===== config.mk =====
export PLATFORM = sky130hd
export DESIGN_NAME = lna_queue
export DESIGN_NICKNAME = d
export VERILOG_FILES = /design/src/rtl/lna_pkg.sv /design/src/rtl/lna_queue.sv
export SDC_FILE = /design/constraint.sdc
export NUM_CORES = 1
export LEC_CHECK = 0
export CAP_MARGIN = 20
export CORE_MARGIN = 4
export CORE_UTILIZATION = 45
export CTS_CLUSTER_SIZE = 8
export DETAILED_ROUTE_END_ITERATION = 7
export DONT_BUFFER_PORTS = 1
export GPL_TIMING_DRIVEN = 0
export PLACE_DENSITY_LB_ADDON = 0.25
export SKIP_CTS_REPAIR_TIMING = 1
export SLEW_MARGIN = 20
export SYNTH_ARGS = -nofsm -noshare
export SYNTH_HDL_FRONTEND = slang
export SYNTH_SLANG_ARGS = --single-unit

===== constraint.sdc =====
create_clock -name clk -period 13.7 [get_ports clk]
set_input_delay 2.74 -clock clk [delete_from_list [all_inputs] [get_ports clk]]
set_output_delay 2.74 -clock clk [all_outputs]
set_load 0.02 [all_outputs]

===== src/rtl/lna_pkg.sv =====
// Shared types and constants for the landmark association block.
package lna_pkg;

  localparam int LANDMARKS = 64;
  localparam int ADDR_W    = $clog2(LANDMARKS);
  localparam int CNT_W     = $clog2(LANDMARKS + 1);
  localparam int CFG_IDX_W = 3;
  localparam int QUEUE_DEPTH = 2;
  localparam int QPTR_W    = $clog2(QUEUE_DEPTH);

  localparam logic [CFG_IDX_W-1:0] REG_POSE_X   = 3'd0;
  localparam logic [CFG_IDX_W-1:0] REG_POSE_Y   = 3'd1;
  localparam logic [CFG_IDX_W-1:0] REG_POSE_COS = 3'd2;
  localparam logic [CFG_IDX_W-1:0] REG_POSE_SIN = 3'd3;
  localparam logic [CFG_IDX_W-1:0] REG_RANGE_SQ = 3'd4;
  localparam logic [CFG_IDX_W-1:0] REG_TOTAL    = 3'd5;

  localparam logic REQ_LOAD      = 1'b0;
  localparam logic REQ_ASSOCIATE = 1'b1;

  typedef struct packed {
    logic               req_type;
    logic [5:0]         slot;
    logic [15:0]        mark_id;
    logic signed [31:0] mark_x;
    logic signed [31:0] mark_y;
    logic [15:0]        obs_id;
    logic signed [31:0] obs_x;
    logic signed [31:0] obs_y;
  } req_t;

  typedef struct packed {
    logic [15:0]        tag;
    logic signed [31:0] map_x;
    logic signed [31:0] map_y;
    logic               found;
    logic [15:0]        nearest_id;
    logic [63:0]        nearest_dist_sq;
  } rsp_t;

  typedef struct packed {
    logic signed [31:0] pose_x;
    logic signed [31:0] pose_y;
    logic signed [15:0] pose_cos;
    logic signed [15:0] pose_sin;
    logic [63:0]        range_sq;
    logic [6:0]         landmark_total;
  } cfg_t;

  // Classified word handed from the front part to the back part.
  typedef struct packed {
    logic               req_type;
    logic [5:0]         slot;
    logic [15:0]        mark_id;
    logic signed [31:0] mark_x;
    logic signed [31:0] mark_y;
    logic [15:0]        tag;
    logic signed [31:0] map_x;
    logic signed [31:0] map_y;
  } q_item_t;

  // One landmark table entry.
  typedef struct packed {
    logic [15:0]        id;
    logic signed [31:0] x;
    logic signed [31:0] y;
  } mark_t;

  localparam int MARK_W = $bits(mark_t);

  typedef enum logic [1:0] {
    F_IDLE,
    F_MUL,
    F_SUM
  } front_state_t;

  typedef enum logic [1:0] {
    B_IDLE,
    B_SCAN,
    B_DRAIN
  } back_state_t;

endpackage


===== src/rtl/lna_queue.sv =====
// Short queue of classified words between the front and back parts.
module lna_queue import lna_pkg::*; (
  input  logic    clk,
  input  logic    rst,
  input  logic    push,
  input  q_item_t push_item,
  output logic    full,
  input  logic    pop,
  output logic    empty,
  output q_item_t head
);

  q_item_t entries [QUEUE_DEPTH];
  logic [QPTR_W-1:0] wr_ptr, rd_ptr;
  logic [QPTR_W:0]   fill;

  assign full  = (fill == (QPTR_W + 1)'(QUEUE_DEPTH));
  assign empty = (fill == '0);
  assign head  = entries[rd_ptr];

  always_ff @(posedge clk) begin
    if (rst) begin
      wr_ptr <= '0;
      rd_ptr <= '0;
      fill   <= '0;
    end else begin
      if (push) begin
        wr_ptr <= (wr_ptr == QPTR_W'(QUEUE_DEPTH - 1)) ? '0 : wr_ptr + 1'b1;
      end
      if (pop) begin
        rd_ptr <= (rd_ptr == QPTR_W'(QUEUE_DEPTH - 1)) ? '0 : rd_ptr + 1'b1;
      end
      if (push && !pop) begin
        fill <= fill + 1'b1;
      end else if (pop && !push) begin
        fill <= fill - 1'b1;
      end
    end
  end

  always_ff @(posedge clk) begin
    if (push) begin
      entries[wr_ptr] <= push_item;
    end
  end

endmodule


=== Yosys cells after proc, flatten, opt, wreduce, memory -nomap -nowiden ===
Memories as Yosys holds them, arrays and structs flattened. A register that Yosys moved wholly into a read port is not among the register bits.
Cells that the tools add are included.

* $add $sub $neg: 4
* Equality and inequality tests: 1
* Muxes and demuxes: 8
* Reductions and logical operators: 6

{| class="wikitable"
|+ Operators by type and width
! operator !! count
|-
| 1-bit 2-to-1 mux || 6
|-
| 2-bit 2-to-1 mux || 2
|-
| 1-bit adder, second input constant || 2
|-
| 2-bit by 1-bit adder with 2-bit output, second input constant || 1
|-
| 2-bit equality test, second input constant || 1
|-
| 1-bit logical AND || 2
|-
| 1-bit zero test || 2
|-
| 2-bit zero test || 1
|-
| 2-bit nonzero test || 1
|-
| 2-bit by 1-bit subtractor with 2-bit output, second input constant || 1
|}

* Bits in registers: 4
* Memory bits (writable): 334
* Bits of input ports: 171
* Word-level logic and storage cells: 23
* Memories: 1

{| class="wikitable"
|+ Memory list
! memory !! words !! bits a word !! rd ports !! clocked after Yosys merged registers in !! write ports !! line !! RTL
|-
| entries || 2 || 167 || 1 || 1 || 1 || lna_queue.sv:13 || <nowiki>q_item_t entries [QUEUE_DEPTH];</nowiki>
|}

=== Depth between registers and ports, before layout ===
* Word-level depth: 4
* Depth in mapped cells: 5
* Gate-level depth less buffers: 5

=== Worst setup path before layout ===
No wires, ideal clock.

* Path type: input to register
* Start point: input push
* End point: memory entries[0][0] (netlist bit), enable pin
* Arrival time: 9.954 ns
* Required time: 12.984 ns
* Setup slack: 3.030 ns
* Stages: 1
* Path buffers: 0
* Cell sequence: nor2b_1

* Word-level cells in the longest chain between the ends: 2

{| class="wikitable"
|+ RTL lines
! element !! line !! RTL
|-
| start, declared || lna_queue.sv:5 || <nowiki>input logic push,</nowiki>
|-
| 1-bit 2-to-1 mux || lna_queue.sv:42 || <nowiki>if (push) begin</nowiki>
|-
| 1-bit 2-to-1 mux (not written as such) || lna_queue.sv:43 || <nowiki>entries[wr_ptr] <= push_item;</nowiki>
|-
| end, declared || lna_queue.sv:13 ||
|}

Every way passes these cells.

==> run metrics <==
run status completed; Worst path max stage delay roughly 0.38 ns; clock-pin slew on the worst setup and hold paths 0.05 ns; Routability Congestion approximately 0.71; FP Rows 61; Port-buffer cells 0; crit-path cells buf_6 -> buf_6 -> buf_6 -> mux2_4; pin count of the biggest net entering global routing 57; # clock sinks ~340; yosys warns 0; CTS Buf Count 48; Die Wd 177 um; clk root buf clkbuf_16; final setup fails 0; grt ovf 0; Critical Path AT between 1.5 and 2 ns; Slew HR 65.1%; Hold Path Class flop to flop; Data required, critical path about 11 ns; vias in the first global route 5671; sequential area share after synthesis 79.1%; RSZ-0062 raised after global routing no; VDD IR max roughly 99 uV; syn_nets between 700 and 800; PwrDens 169 nW/um^2; DR vias/cell 5.18; Nets 775; Total GRT Usage 14.9%; Gate Count Post-Synth between 500 and 600; Post-DRT Antenna Nets 0; most frequent cells in the layout edfxtp_1, mux2_4, clkbuf_16; leakage around 0.0052 uW; mean post-synth cell area 23.6 sq um; vias after detailed routing 5159; synthesized cell area 12800 sq um; DRT iter0 DRCs 195; crit end category output pin; DR pass1 iterations 4; CTS tree built; dpl hpwl 17300 um; Fin Hold WS 0.532 ns; Critical-path top delay cell mux2_4; global-route wire length before repair roughly 35000 um; Max Freq 0.223 GHz; area grow syn2layout 16.1%; WL per Instance 24.3 um; # IOs 340; share of cells above drive strength 1 a little over 40%; Max-cap violations 0; Slew Limit Fails 0; final WL approximately 24000 um; clk buf depth 3; Worst path most repeated cell buf_6; Tmin final roughly 4.5 ns; post-synth cell types 16; diode count 0; placeable core region 27900 sq um; clk_skew ~0.013 ns; die area 31200 sq um; Hold Vio Cnt, Final 0; Seq cells post-synth 339; Crit Path Category flop to output pin; design area 14900 sq um; Slew @ Worst Pin 0.522 ns; Clk Latency, worst-skew pair between 0.5 and 0.6 ns; Worst Setup Start Kind flop; final period utilization 32.7%; Max FO, Critical Path 10; placed inst area 13600 sq um; die height 177 um; DRC Markers 0; commonest non-fill, non-tap cell in the layout edfxtp_1; H-tree Lvls 2; Starting Density 45.8%; initial antenna violation count 1
## worst max-delay path: cells and delay by family, from the launching register on
kind / cells / cell delay [ns]
flops: 1 / 0.32
buf+inv: 3 / 0.51
mux: 1 / 0.38
## layout make-up
class	count	area, sq um
Tap cell	378	473
Multi-Input combinational cell	183	2480
Timing Repair Buffer	11	288
Clock inverter	4	26.3
Inverter	1	3.75
Sequential cell	339	10100
Clock buffer	60	1270
Buffer	19	195
Fill cell	2142	13100
## metal layers
metal  part of all wire, %  vias to the layer above  track usage, %
met4                   3.7                        2            6.06
met2                    52                      260            26.0
met1                    31                     2569            14.6
met5                 0.054                        -               0
li1                      -                     2270               -
met3                    12                       58            8.05
## cell usage after synthesis
library cell	instances	area share [%]
o21ai_0	1	0.039
nor2_1	5	0.15
and2_1	1	0.049
xor2_1	2	0.14
edfxtp_1	334	78
mux2_4	130	15
nor2b_1	2	0.098
dfxtp_1	5	0.78
or3_1	1	0.049
ha_1	1	0.098
mux2_2	37	3.3
buf_6	16	1.4
xnor2_1	2	0.14
a21oi_1	1	0.039
buf_2	3	0.12
inv_1	1	0.029
## logic make-up (layout without fill, tap and decap cells)
kind of cell	Yosys count	in the layout	synth area share [%]
compound gates	2	2	0.0781
xor+xnor	4	4	0.274
fa+ha+maj	1	1	0.0977
buf+inv	20	95	1.55
flops	339	339	79.1
mux	167	167	18.5
simple gates	9	9	0.342
## power by group
group	leakage (uW)	internal, uW	switching (uW)
sequential	0.00318	1210	15.3
clock	0.000631	634	373
combinational	0.00141	109	164
total	0.00522	1960	553
## path summary, 6_finish.rpt
check,startpoint,to,slack [ns],cells past startpoint
worst min register to register,rd_ptr$_SDFFE_PP0P_,rd_ptr$_SDFFE_PP0P_,0.53,2
worst max register to register,wr_ptr$_SDFFE_PP0P_,entries[1][60]$_DFFE_PP_,11.91,3
worst max-delay path,flop,head[113],9.22,4
worst min-delay path,rd_ptr$_SDFFE_PP0P_,rd_ptr$_SDFFE_PP0P_,0.53,2
## per-stage QoR
stage	setup slack [ns]	std cells	setup TNS, ns	utilization [%]	total power, uW
after floorplan	3.03	542	0	-	1480
final	9.22	995	0	53.2	2510
after global placement	-0.467	920	-75.47	47.5	1530
after global routing	9.11	995	0	53.2	2610
after CTS	9.15	995	0	53.2	2550
after detailed placement	9.48	931	0	48.6	1530
## flip-flops by register name, indices dropped and copies added (netlist names), named ones only
register  flops
entries     334
wr_ptr        1
rd_ptr        1
fill          2
(Power assumes the default switching activity.)
